## config.mk

```make
export PLATFORM = sky130hd
export DESIGN_NAME = att_ctrl
export DESIGN_NICKNAME = d
export VERILOG_FILES = /design/src/hdl/att_pkg.sv /design/src/hdl/att_ctrl.sv
export SDC_FILE = /design/constraint.sdc
export NUM_CORES = 1
export LEC_CHECK = 0
export BUFFER_PORTS_ARGS = -buffer_cell sky130_fd_sc_hd__buf_2
export CAP_MARGIN = 20
export CORE_MARGIN = 8
export CORE_UTILIZATION = 45
export DETAILED_ROUTE_END_ITERATION = 10
export PLACE_DENSITY = 0.89
export SYNTH_ARGS = -nofsm -noshare
export SYNTH_HDL_FRONTEND = slang
export SYNTH_SLANG_ARGS = --single-unit
export TNS_END_PERCENT = 5
```

## constraint.sdc

```tcl
create_clock -name i_clk -period 1.8 [get_ports i_clk]
set_input_delay 0.36 -clock i_clk [delete_from_list [all_inputs] [get_ports i_clk]]
set_output_delay 0.36 -clock i_clk [all_outputs]
set_load 0.01 [all_outputs]
```

## src/hdl/att_pkg.sv

```systemverilog
`timescale 1ns / 1ps
// ----------------------------------------------------------------------------
// att_pkg
// Types, codes and tables shared by the text terminal controller and datapath.
// ----------------------------------------------------------------------------
package att_pkg;

    localparam int MAX_COLS  = 80;
    localparam int MAX_LINES = 25;
    localparam int TAB_WIDTH = 8;

    localparam logic [7:0] CH_ESC   = 8'h1B;
    localparam logic [7:0] CH_LF    = 8'h0A;
    localparam logic [7:0] CH_CR    = 8'h0D;
    localparam logic [7:0] CH_TAB   = 8'h09;
    localparam logic [7:0] CH_SPACE = 8'h20;
    localparam logic [7:0] CH_LBRK  = 8'h5B;
    localparam logic [7:0] CH_SEMI  = 8'h3B;
    localparam logic [7:0] CH_0     = 8'h30;
    localparam logic [7:0] CH_9     = 8'h39;
    localparam logic [7:0] CH_A     = 8'h41;
    localparam logic [7:0] CH_B     = 8'h42;
    localparam logic [7:0] CH_C     = 8'h43;
    localparam logic [7:0] CH_D     = 8'h44;
    localparam logic [7:0] CH_E     = 8'h45;
    localparam logic [7:0] CH_F     = 8'h46;
    localparam logic [7:0] CH_G     = 8'h47;
    localparam logic [7:0] CH_H     = 8'h48;
    localparam logic [7:0] CH_J     = 8'h4A;
    localparam logic [7:0] CH_LF_F  = 8'h66;
    localparam logic [7:0] CH_M     = 8'h6D;

    localparam logic [7:0] ATTR_RESET = 8'h07;
    localparam logic [7:0] SGR_FG_LO  = 8'd30;
    localparam logic [7:0] SGR_FG_HI  = 8'd37;
    localparam logic [7:0] SGR_BG_LO  = 8'd40;
    localparam logic [7:0] SGR_BG_HI  = 8'd47;
    localparam logic [7:0] PARAM_MAX  = 8'd255;

    localparam logic [1:0] REG_COLS    = 2'd0;
    localparam logic [1:0] REG_LINES   = 2'd1;
    localparam logic [1:0] REG_DEFATTR = 2'd2;
    localparam logic [1:0] REG_HIDDEN  = 2'd3;

    localparam logic OP_PUT = 1'b0;

    typedef enum logic [1:0] {
        PH_TEXT  = 2'd0,
        PH_ESC   = 2'd1,
        PH_PARAM = 2'd2
    } t_phase;

    typedef enum logic [2:0] {
        K_NONE,
        K_READ,
        K_PRINT,
        K_TAB,
        K_NL,
        K_CLEAR
    } t_kind;

    typedef enum logic [3:0] {
        S_INIT,
        S_IDLE,
        S_DECODE,
        S_RD,
        S_RDWAIT,
        S_PRINT,
        S_NL,
        S_SCR_RD,
        S_SCR_WR,
        S_BLANK,
        S_NLDONE,
        S_OUT
    } t_state;

    typedef struct packed {
        logic in_ready;
        logic out_valid;
        logic init;
        logic decode;
        logic rd_issue;
        logic rd_take;
        logic print;
        logic nl;
        logic scr_rd;
        logic scr_wr;
        logic blank;
        logic cnt_dec;
    } t_cmd;

    typedef struct packed {
        t_kind kind;
        logic  init_last;
        logic  wrap;
        logic  tab_more;
        logic  scroll_need;
        logic  copy_empty;
        logic  copy_last;
        logic  blank_last;
        logic  cnt_more;
    } t_sts;

    function automatic logic [2:0] att_colour(input logic [2:0] code);
        logic [2:0] res;
        case (code)
            3'd0: res = 3'd0;
            3'd1: res = 3'd4;
            3'd2: res = 3'd2;
            3'd3: res = 3'd6;
            3'd4: res = 3'd1;
            3'd5: res = 3'd5;
            3'd6: res = 3'd3;
            default: res = 3'd7;
        endcase
        return res;
    endfunction

endpackage

```

## src/hdl/att_ctrl.sv

```systemverilog
`timescale 1ns / 1ps
// ----------------------------------------------------------------------------
// att_ctrl
// Sequencer: store fill after reset, per-character steps, scroll and clear.
// ----------------------------------------------------------------------------
module att_ctrl (
    input  logic          i_clk,
    input  logic          i_rst_n,
    input  logic          i_in_valid,
    input  logic          i_out_ready,
    input  att_pkg::t_sts i_sts,
    output att_pkg::t_cmd o_cmd
);
    import att_pkg::*;

    t_state r_state;
    t_state n_state;

    always_ff @(posedge i_clk) begin
        if (!i_rst_n) begin
            r_state <= S_INIT;
        end else begin
            r_state <= n_state;
        end
    end

    always_comb begin
        n_state = r_state;
        case (r_state)
            S_INIT: begin
                if (i_sts.init_last) n_state = S_IDLE;
            end
            S_IDLE: begin
                if (i_in_valid) n_state = S_DECODE;
            end
            S_DECODE: begin
                case (i_sts.kind)
                    K_READ:  n_state = S_RD;
                    K_PRINT: n_state = S_PRINT;
                    K_TAB:   n_state = S_PRINT;
                    K_NL:    n_state = S_NL;
                    K_CLEAR: n_state = S_BLANK;
                    default: n_state = S_OUT;
                endcase
            end
            S_RD:     n_state = S_RDWAIT;
            S_RDWAIT: n_state = S_OUT;
            S_PRINT: begin
                if (i_sts.wrap) n_state = S_NL;
                else if (i_sts.tab_more) n_state = S_PRINT;
                else n_state = S_OUT;
            end
            S_NL: begin
                if (!i_sts.scroll_need) n_state = S_NLDONE;
                else if (i_sts.copy_empty) n_state = S_BLANK;
                else n_state = S_SCR_RD;
            end
            S_SCR_RD: n_state = S_SCR_WR;
            S_SCR_WR: begin
                if (i_sts.copy_last) n_state = S_BLANK;
                else n_state = S_SCR_RD;
            end
            S_BLANK: begin
                if (i_sts.blank_last) n_state = S_NLDONE;
            end
            S_NLDONE: begin
                if (i_sts.cnt_more) n_state = S_NL;
                else n_state = S_OUT;
            end
            S_OUT: begin
                if (i_out_ready) n_state = S_IDLE;
            end
            default: n_state = S_IDLE;
        endcase
    end

    always_comb begin
        o_cmd = '0;
        case (r_state)
            S_INIT:   o_cmd.init = 1'b1;
            S_IDLE:   o_cmd.in_ready = 1'b1;
            S_DECODE: o_cmd.decode = 1'b1;
            S_RD:     o_cmd.rd_issue = 1'b1;
            S_RDWAIT: o_cmd.rd_take = 1'b1;
            S_PRINT:  o_cmd.print = 1'b1;
            S_NL:     o_cmd.nl = 1'b1;
            S_SCR_RD: o_cmd.scr_rd = 1'b1;
            S_SCR_WR: o_cmd.scr_wr = 1'b1;
            S_BLANK:  o_cmd.blank = 1'b1;
            S_NLDONE: o_cmd.cnt_dec = 1'b1;
            S_OUT:    o_cmd.out_valid = 1'b1;
            default:  o_cmd = '0;
        endcase
    end

endmodule

```

==> impl.org, run 1 <==
** Routing
- Count of antenna-violating nets left after detailed routing :: 0
- After detailed routing, the average wire length per cell comes to 14.4 µm.
- Wires add up to 1.85 mm.
- Initial DRC count :: 6
- The routed layout has ~750 vias.
- After detailed routing, the number of remaining DRC violations is 0.
- Vias per std cell :: 5.80
- Number of search-and-repair iterations in the first detailed-routing pass :: 3

** Clock network
- The clock reaches the later pin of the worst-skew pair after 0.25 ns.
- TritonCTS built the clock tree.
- The cell sitting at the root of the clock tree is a clkbuf_4.
- Post-CTS Hold Fix Bufs :: 0
- In this run the number of H-tree levels came out at 1.
- Clock input transition at the sequential cells of the worst setup and hold paths :: 0.04 ns
- Largest buffer count on any clock path :: 2
- TritonCTS buffer count :: 3
- TritonCTS Sinks :: 4

** Run
- Maximum Capacitance Violations :: 0

** Synth
- Cell taking the most area after synthesis :: dfxtp_1
- In this run, synthesis inferred 0 flip-flops with an integrated enable.
- After technology mapping, the gate count stands at 87.
- The mapped netlist covers 592 µm².
- Synthesized flop and latch total :: 4
- Warnings from Yosys :: 0
- Syn Nets :: about 100
- After synthesis, the most frequently instantiated cells are 8 x nor2_1, 7 x nand2b_1, 6 x a21oi_1, 6 x nor3_1.
- Most common cell in the synthesized netlist :: nor2_1
- After synthesis, the cell types taking the most area are dfxtp_1 14%, nand2b_1 7.4%, a21oi_1 5.1%, nor3_1 5.1%, nor2_1 5.1%.
- Flip-flop cell with the highest count after synthesis :: dfxtp_1
- In the synthesized netlist the async set-or-reset flop fraction comes to 0%.
- In this run, distinct cell masters in the synthesized netlist total 37.
- The share of synthesized area in the top cell type comes to between 10% and 20%.
- Post-Syn Area per Cell :: 6.80 µm²
- Of the synthesized area, sequential elements account for 13.5%.

** Finish
- Layout-stage area growth over the synthesis result :: 32.3%
- Net count reported at finish :: 131
- Total inserted antenna cells :: 0
- In the final layout, the share of cells above drive strength 1 is 36.8%.
- For this run, the number of standard cells in the final layout without fillers is 129.
- Number of filler cells placed in the layout :: 120
- Measured on the finished design, the core utilization comes to between 60 and 70%.
- Design Area, Final :: 783 µm²
- In the final layout, the registers with the most flip-flops are r_state x4.
- Counting flops per register, the top entry is r_state.
- Largest register FFs :: 4

** Die
- Horizontal die dimension :: approximately 52 µm
- For this design the top-level I/O count stands at 27.
- Number of core rows :: 13
- Starting Density :: 46.6%
- The die covers 2730 µm².
- The core region is 1270 µm².
- Vertical die dimension :: 52.3 µm

** Global route
- The number of antenna violations at the first check in global routing is 0.
- Entering global routing, the biggest net connects 20 pins.
- Residual overflow from global routing :: 0
- Global Route Usage Sum :: 13.6%
- Vias in the first global route :: approximately 700
- The first global-routing pass estimated 2.92 mm of wire.

** Critical path
- Among all stages on the critical path, the largest delay is contributed by dfxtp_2.
- Of all nets on the critical path, the largest fanout is 13.
- Delay-heaviest family, CP :: flip-flops
- Critical Path Max Stage Delay :: 0.38 ns
- STA classifies the critical path endpoint as an output port.
- Worst endpoint required time :: 1.44 ns
- Kind of start point of the critical path :: register
- The worst register-to-register path begins at r_state[0].
- The most critical setup path has its startpoint at r_state[2].
- Critical path data arrival time :: 1.33 ns
- The critical path in this run is classified as register to output port.
- Critical path, cell by cell :: buf_4 > nor4b_4 > buf_2
- Count of buffer and inverter cells on the critical path :: 2

** Placed design
- Area post-placement :: 738 µm²
- Number of cells in the design after placement :: ~130
- The count of buffers added on input and output ports is 26.
- HPWL reported at the end of detailed placement :: 1.41 mm
- Worst slack at placement :: 0.194 ns
- Final estimated routing congestion in global placement :: 0.933

** Timing
- The final critical path takes up 93.7% of the cycle.
- The number of max-slew violations in the final report is 0.
- Crit path time final :: approximately 1.7 ns
- Once routing completed, OpenROAD measured the worst setup slack at 0.113 ns.
- Setup violations remaining at the end of the flow were counted as 0.
- Peak clock frequency supported by timing :: 593 MHz
- Headroom to the max-slew limit came out at 69.7%.
- Transition time at the pin with the least slew margin :: 0.443 ns
- The hold violation total from the final report is 0.
- Across the routed clock network, the largest skew measured is approximately 0.011 ns.
- Sum of negative setup slack :: 0 ns
- Setup repair after global routing left no endpoint under its margin.

** Power and ir drop
- For this design the ratio of total power to cell area is 414 nW/µm².
- Static leakage :: 0.334 nW
- IR analysis of the VDD net gives a maximum drop of 0.307 mV.

** Hold path
- Startpoint of the worst hold path :: i_rst_n
- In this run the worst hold path is classified as input port to register.

** Status
- The run finished with clean final reports.
final cells by class:
cell class,count,area [µm²],share of cell area [%]
clock buffers,3,22.5,2.88
inverters,5,18.8,2.40
multi-input cells,71,468,59.7
flip-flops and latches,4,87.6,11.2
well taps,15,18.8,2.40
repair buffers,31,168,21.4
worst paths after layout:
path | end | slack (ns) | cells after the start
worst max-delay path | o_cmd[8] | 0.11 | 3
worst min-delay path | r_state[2] | 0.37 | 2
worst max register to register | r_state[1] | 0.35 | 4
worst min register to register | r_state[0] | 0.77 | 2
repair_timing:
| item | 4_1_cts | 5_1_grt |
|---|---|---|
| gates resized for setup | 3 | 4 |
| setup endpoints to repair | 6 | 11 |
| cloned | 0 | 0 |
| pin swaps | 0 | 0 |
| hold endpoints to repair | 0 | 0 |
| setup buffers | 0 | 0 |
per-layer routing:
layer	routed length (µm)	GRT usage, %	up-vias
met4	53	6.47	0
met3	168	4.83	6
li1	-	-	384
met1	783	15.7	329
met2	848	21.8	29
met5	0	0	-
worst register-to-register path: stages, from the launching register on:
cell and delay [ns]:
dfxtp_4 0.39, and4b_1 0.21, a2111oi_0 0.42, a311oi_1 0.12, a211oi_2 0.23
cell usage in the layout (no fill, tap or decap), drive strengths merged:
cell | Yosys | layout
nor2b | 3 | 3
a2111oi | 2 | 2
buf | 7 | 31
nand3b | 3 | 3
nor4b | 1 | 1
a311oi | 1 | 1
o22ai | 1 | 1
nand4 | 1 | 1
nand2b | 7 | 7
nor2 | 8 | 8
a21oi | 6 | 6
nor4 | 1 | 1
or4 | 1 | 1
o31a | 1 | 1
o211ai | 1 | 1
a31oi | 1 | 1
inv | 5 | 5
mux2i | 1 | 1
a21boi | 1 | 1
o32ai | 2 | 2
and4 | 1 | 1
nand2 | 3 | 3
clkbuf | 0 | 3
a211oi | 1 | 1
o311ai | 1 | 1
or3b | 1 | 1
dfxtp | 4 | 4
o21ai | 4 | 4
a21bo | 1 | 1
o21a | 2 | 2
nor3 | 6 | 6
a21o | 2 | 2
nor3b | 1 | 1
nand3 | 5 | 5
and4b | 1 | 1
per-stage QoR:
step	hold WS [ns]	power [W]
after floorplan	0.488	0.000163
after global placement	0.617	0.000198
after detailed placement	0.627	0.000202
after CTS	0.363	0.000327
after global routing	0.374	0.000345
final	0.367	0.000324
report_power, final:
group,leakage [nW],switching [W],internal (W),total (W)
Sequential,0.0346,0.0000152,0.0000935,0.000109
Combinational,0.285,0.0000510,0.0000465,0.0000974
Clock,0.0138,0.0000433,0.0000750,0.000118
Total,0.334,0.000109,0.000215,0.000324
cells by family (layout without fill, tap and decap cells):
| kind of cell | count (synthesis) | count (layout) | synth area share (%) |
|---|---|---|---|
| AO/OA/AOI/OAI | 27 | 27 | 32.3 |
| flip-flops | 4 | 4 | 13.5 |
| multiplexers | 1 | 1 | 1.69 |
| buffers and inverters | 12 | 39 | 9.93 |
| AND/OR/NAND/NOR | 43 | 43 | 42.5 |
(Power assumes the default switching activity.)
==> run 2, diff against run 1 <==
CORE_UTILIZATION = 40   (was 45)
PLACE_DENSITY = 0.82   (was 0.89)
SETUP_SLACK_MARGIN = 0.5   (was unset)
==> impl.org, run 2 (synthesis results as in run 1) <==
** Placed design
- HPWL reported at the end of detailed placement :: 1.39 mm
- During placement, the flow inserted port buffers numbering 26.
- The placed instances occupy a cell area of 746 µm².
- At the placement stage, the worst setup path has a slack of about 0.13 ns.
- Final estimated routing congestion in global placement :: between 0.8 and 0.9

** Power and ir drop
- Power spread over the standard cell area amounts to 386 nW/µm².
- Static leakage :: 0.411 nW
- Peak VDD IR :: 0.231 mV
- The completed layout was analyzed and its total power is 0.000369 W.

** Critical path
- Kind of start point of the critical path :: register
- Counting both buffers and inverters, the worst setup path holds a total of 3.
- For the worst setup path, the data required time is approximately 1.4 ns.
- The worst setup path is captured at an output port.
- Among all stages on the critical path, the largest delay is contributed by dfxtp_4.
- Walking the worst path, the cells encountered are buf_4 > nor2_2 > nand3_2 > inv_1 > buf_2.
- Among cell families on the critical path, the largest total delay comes from flip-flops.
- Critical path data arrival time :: 1.19 ns
- The critical path is of the register to output port type.
- In this run the worst path has a maximum fanout of 7.
- On the worst path, the slowest cell contributes a delay of 0.37 ns.

** Finish
- Counting the fill cells in the layout gives 120.
- Commonest non-fill, non-tap cell in the layout :: buf_2
- After routing the design area is 956 µm².
- In the final layout, the registers with the most flip-flops are r_state x4.
- From synthesis to final layout, the design area changed by 61.5%.
- Summing all multi-input logic gate instances after layout gives 526 µm².
- Core utilization of the finished layout :: between 60% and 70%
- The final layout contains around 140 nets.
- Commonest cells after routing, fill and taps aside :: 26 x buf_2, 12 x buf_4, 6 x a21oi_1
- The register with the most flip-flops in the layout has 4 of them.
- The sequential cells in the finished layout cover a total of 95.1 µm².
- The post-route netlist has 50.4% of its cells at a drive strength greater than 1.
- The number of antenna diodes in the final layout is 0.
- r_state holds more flip-flops than any other register.

** Routing
- In the routed layout, each cell is associated on average with a via count of 6.13.
- The first detailed-routing pass ran for 4 iterations.
- WL per Instance :: 16.2 µm
- Total wire length after detailed routing :: 2.29 mm
- For this block, the via count after detailed routing is 865.
- The count of nets left with antenna violations once routing finished came out at 0.
- Initial DRC count :: 44
- Drc violations :: 0

** Timing
- Crit path time final :: around 1.6 ns
- The number of max-slew violations in the final report was 0.
- Final count of hold timing violations :: 0
- Peak clock frequency supported by timing :: about 640 MHz
- Once routing completed, OpenROAD measured the worst setup slack at roughly 0.25 ns.
- Headroom to the max-slew limit came out at a little over two thirds.
- Transition time at the pin with the least slew margin :: 0.441 ns
- Summed over all failing endpoints, the final setup total negative slack is 0 ns.
- RSZ-0062 raised after global routing :: yes
- The clock arrives with 0.00451 ns of skew.
- Total setup violations reported at the end of the flow :: 0
- Period Utilization, post-route :: ~86%

** Clock network
- TritonCTS buffer count :: 3
- Clock root buffer :: clkbuf_4
- Clk Latency, worst-skew pair :: 0.24 ns
- Clock input transition at the sequential cells of the worst setup and hold paths :: 0.04 ns
- H-Tree Level Count :: 1
- Largest buffer count on any clock path :: 2
- In this run, post-CTS hold repair placed 0 buffers.
- TritonCTS Sinks :: 4
- Clock tree from TritonCTS :: yes

** Die
- Number of core rows :: 14
- The die covers 2970 µm².
- The die is 54.5 µm tall.
- The floorplan step defined a core boundary enclosing roughly 1500 µm².
- Once the floorplan was initialized, standard cells occupied 40.7% of the core.
- Horizontal die dimension :: 54.5 µm
- 27 I/O pins were placed.

** Global route
- For this run the aggregate overflow at the end of global routing stands at 0.
- Antenna violations before repair :: 0
- Global routing used 15.1% of the available tracks.
- The first global-routing pass estimated 3.39 mm of wire.
- Maximum number of pins on one net before global-route repair :: 18
- Vias in the first global route :: approximately 780

** Status
- The run finished with clean final reports.

** Run
- Maximum Capacitance Violations :: 0

** Hold path
- The tightest min-delay check is of the input port to register type.
-- run 2: worst paths after layout --
path              startpoint         end  slack [ns]  cells after the start
setup / recovery  r_state[0]    o_cmd[4]        0.25                      5
hold / removal       i_rst_n  r_state[2]        0.37                      2
setup reg to reg  r_state[2]  r_state[1]        0.29                      5
hold reg to reg   r_state[1]  r_state[0]        0.70                      2
-- run 2: metal layers --
layer	part of all wire [%]	GRT usage [%]	routed length, µm
met1	39	18.3	892
met2	45	24.0	1030
met3	10	3.26	235
met4	5.6	9.02	129
met5	0	0	0
-- run 2: layout make-up --
| type | count | share of cell area, % |
|---|---|---|
| inverters | 5 | 1.96 |
| well taps | 16 | 2.09 |
| flip-flops and latches | 4 | 9.95 |
| multi-input cells | 71 | 55.0 |
| repair buffers | 42 | 28.7 |
| clock buffers | 3 | 2.36 |
-- run 2: metrics by stage --
step,hold WS (ns),instances
final,0.373,141
after global routing,0.368,141
after CTS,0.369,139
after detailed placement,0.632,127
after global placement,0.625,127
after floorplan,0.488,87
-- run 2: what timing repair did --
item	in CTS	in global routing
pin swaps	1	0
gates resized for setup	20	6
setup endpoints to repair	16	16
buffers inserted	9	2
endpoints found under the hold margin	0	0
-- run 2: power breakdown --
| part | internal, W | switching, W |
|---|---|---|
| Clock | 0.0000748 | 0.0000402 |
| Combinational | 0.0000801 | 0.0000714 |
| Sequential | 0.0000896 | 0.0000129 |
| Total | 0.000244 | 0.000125 |
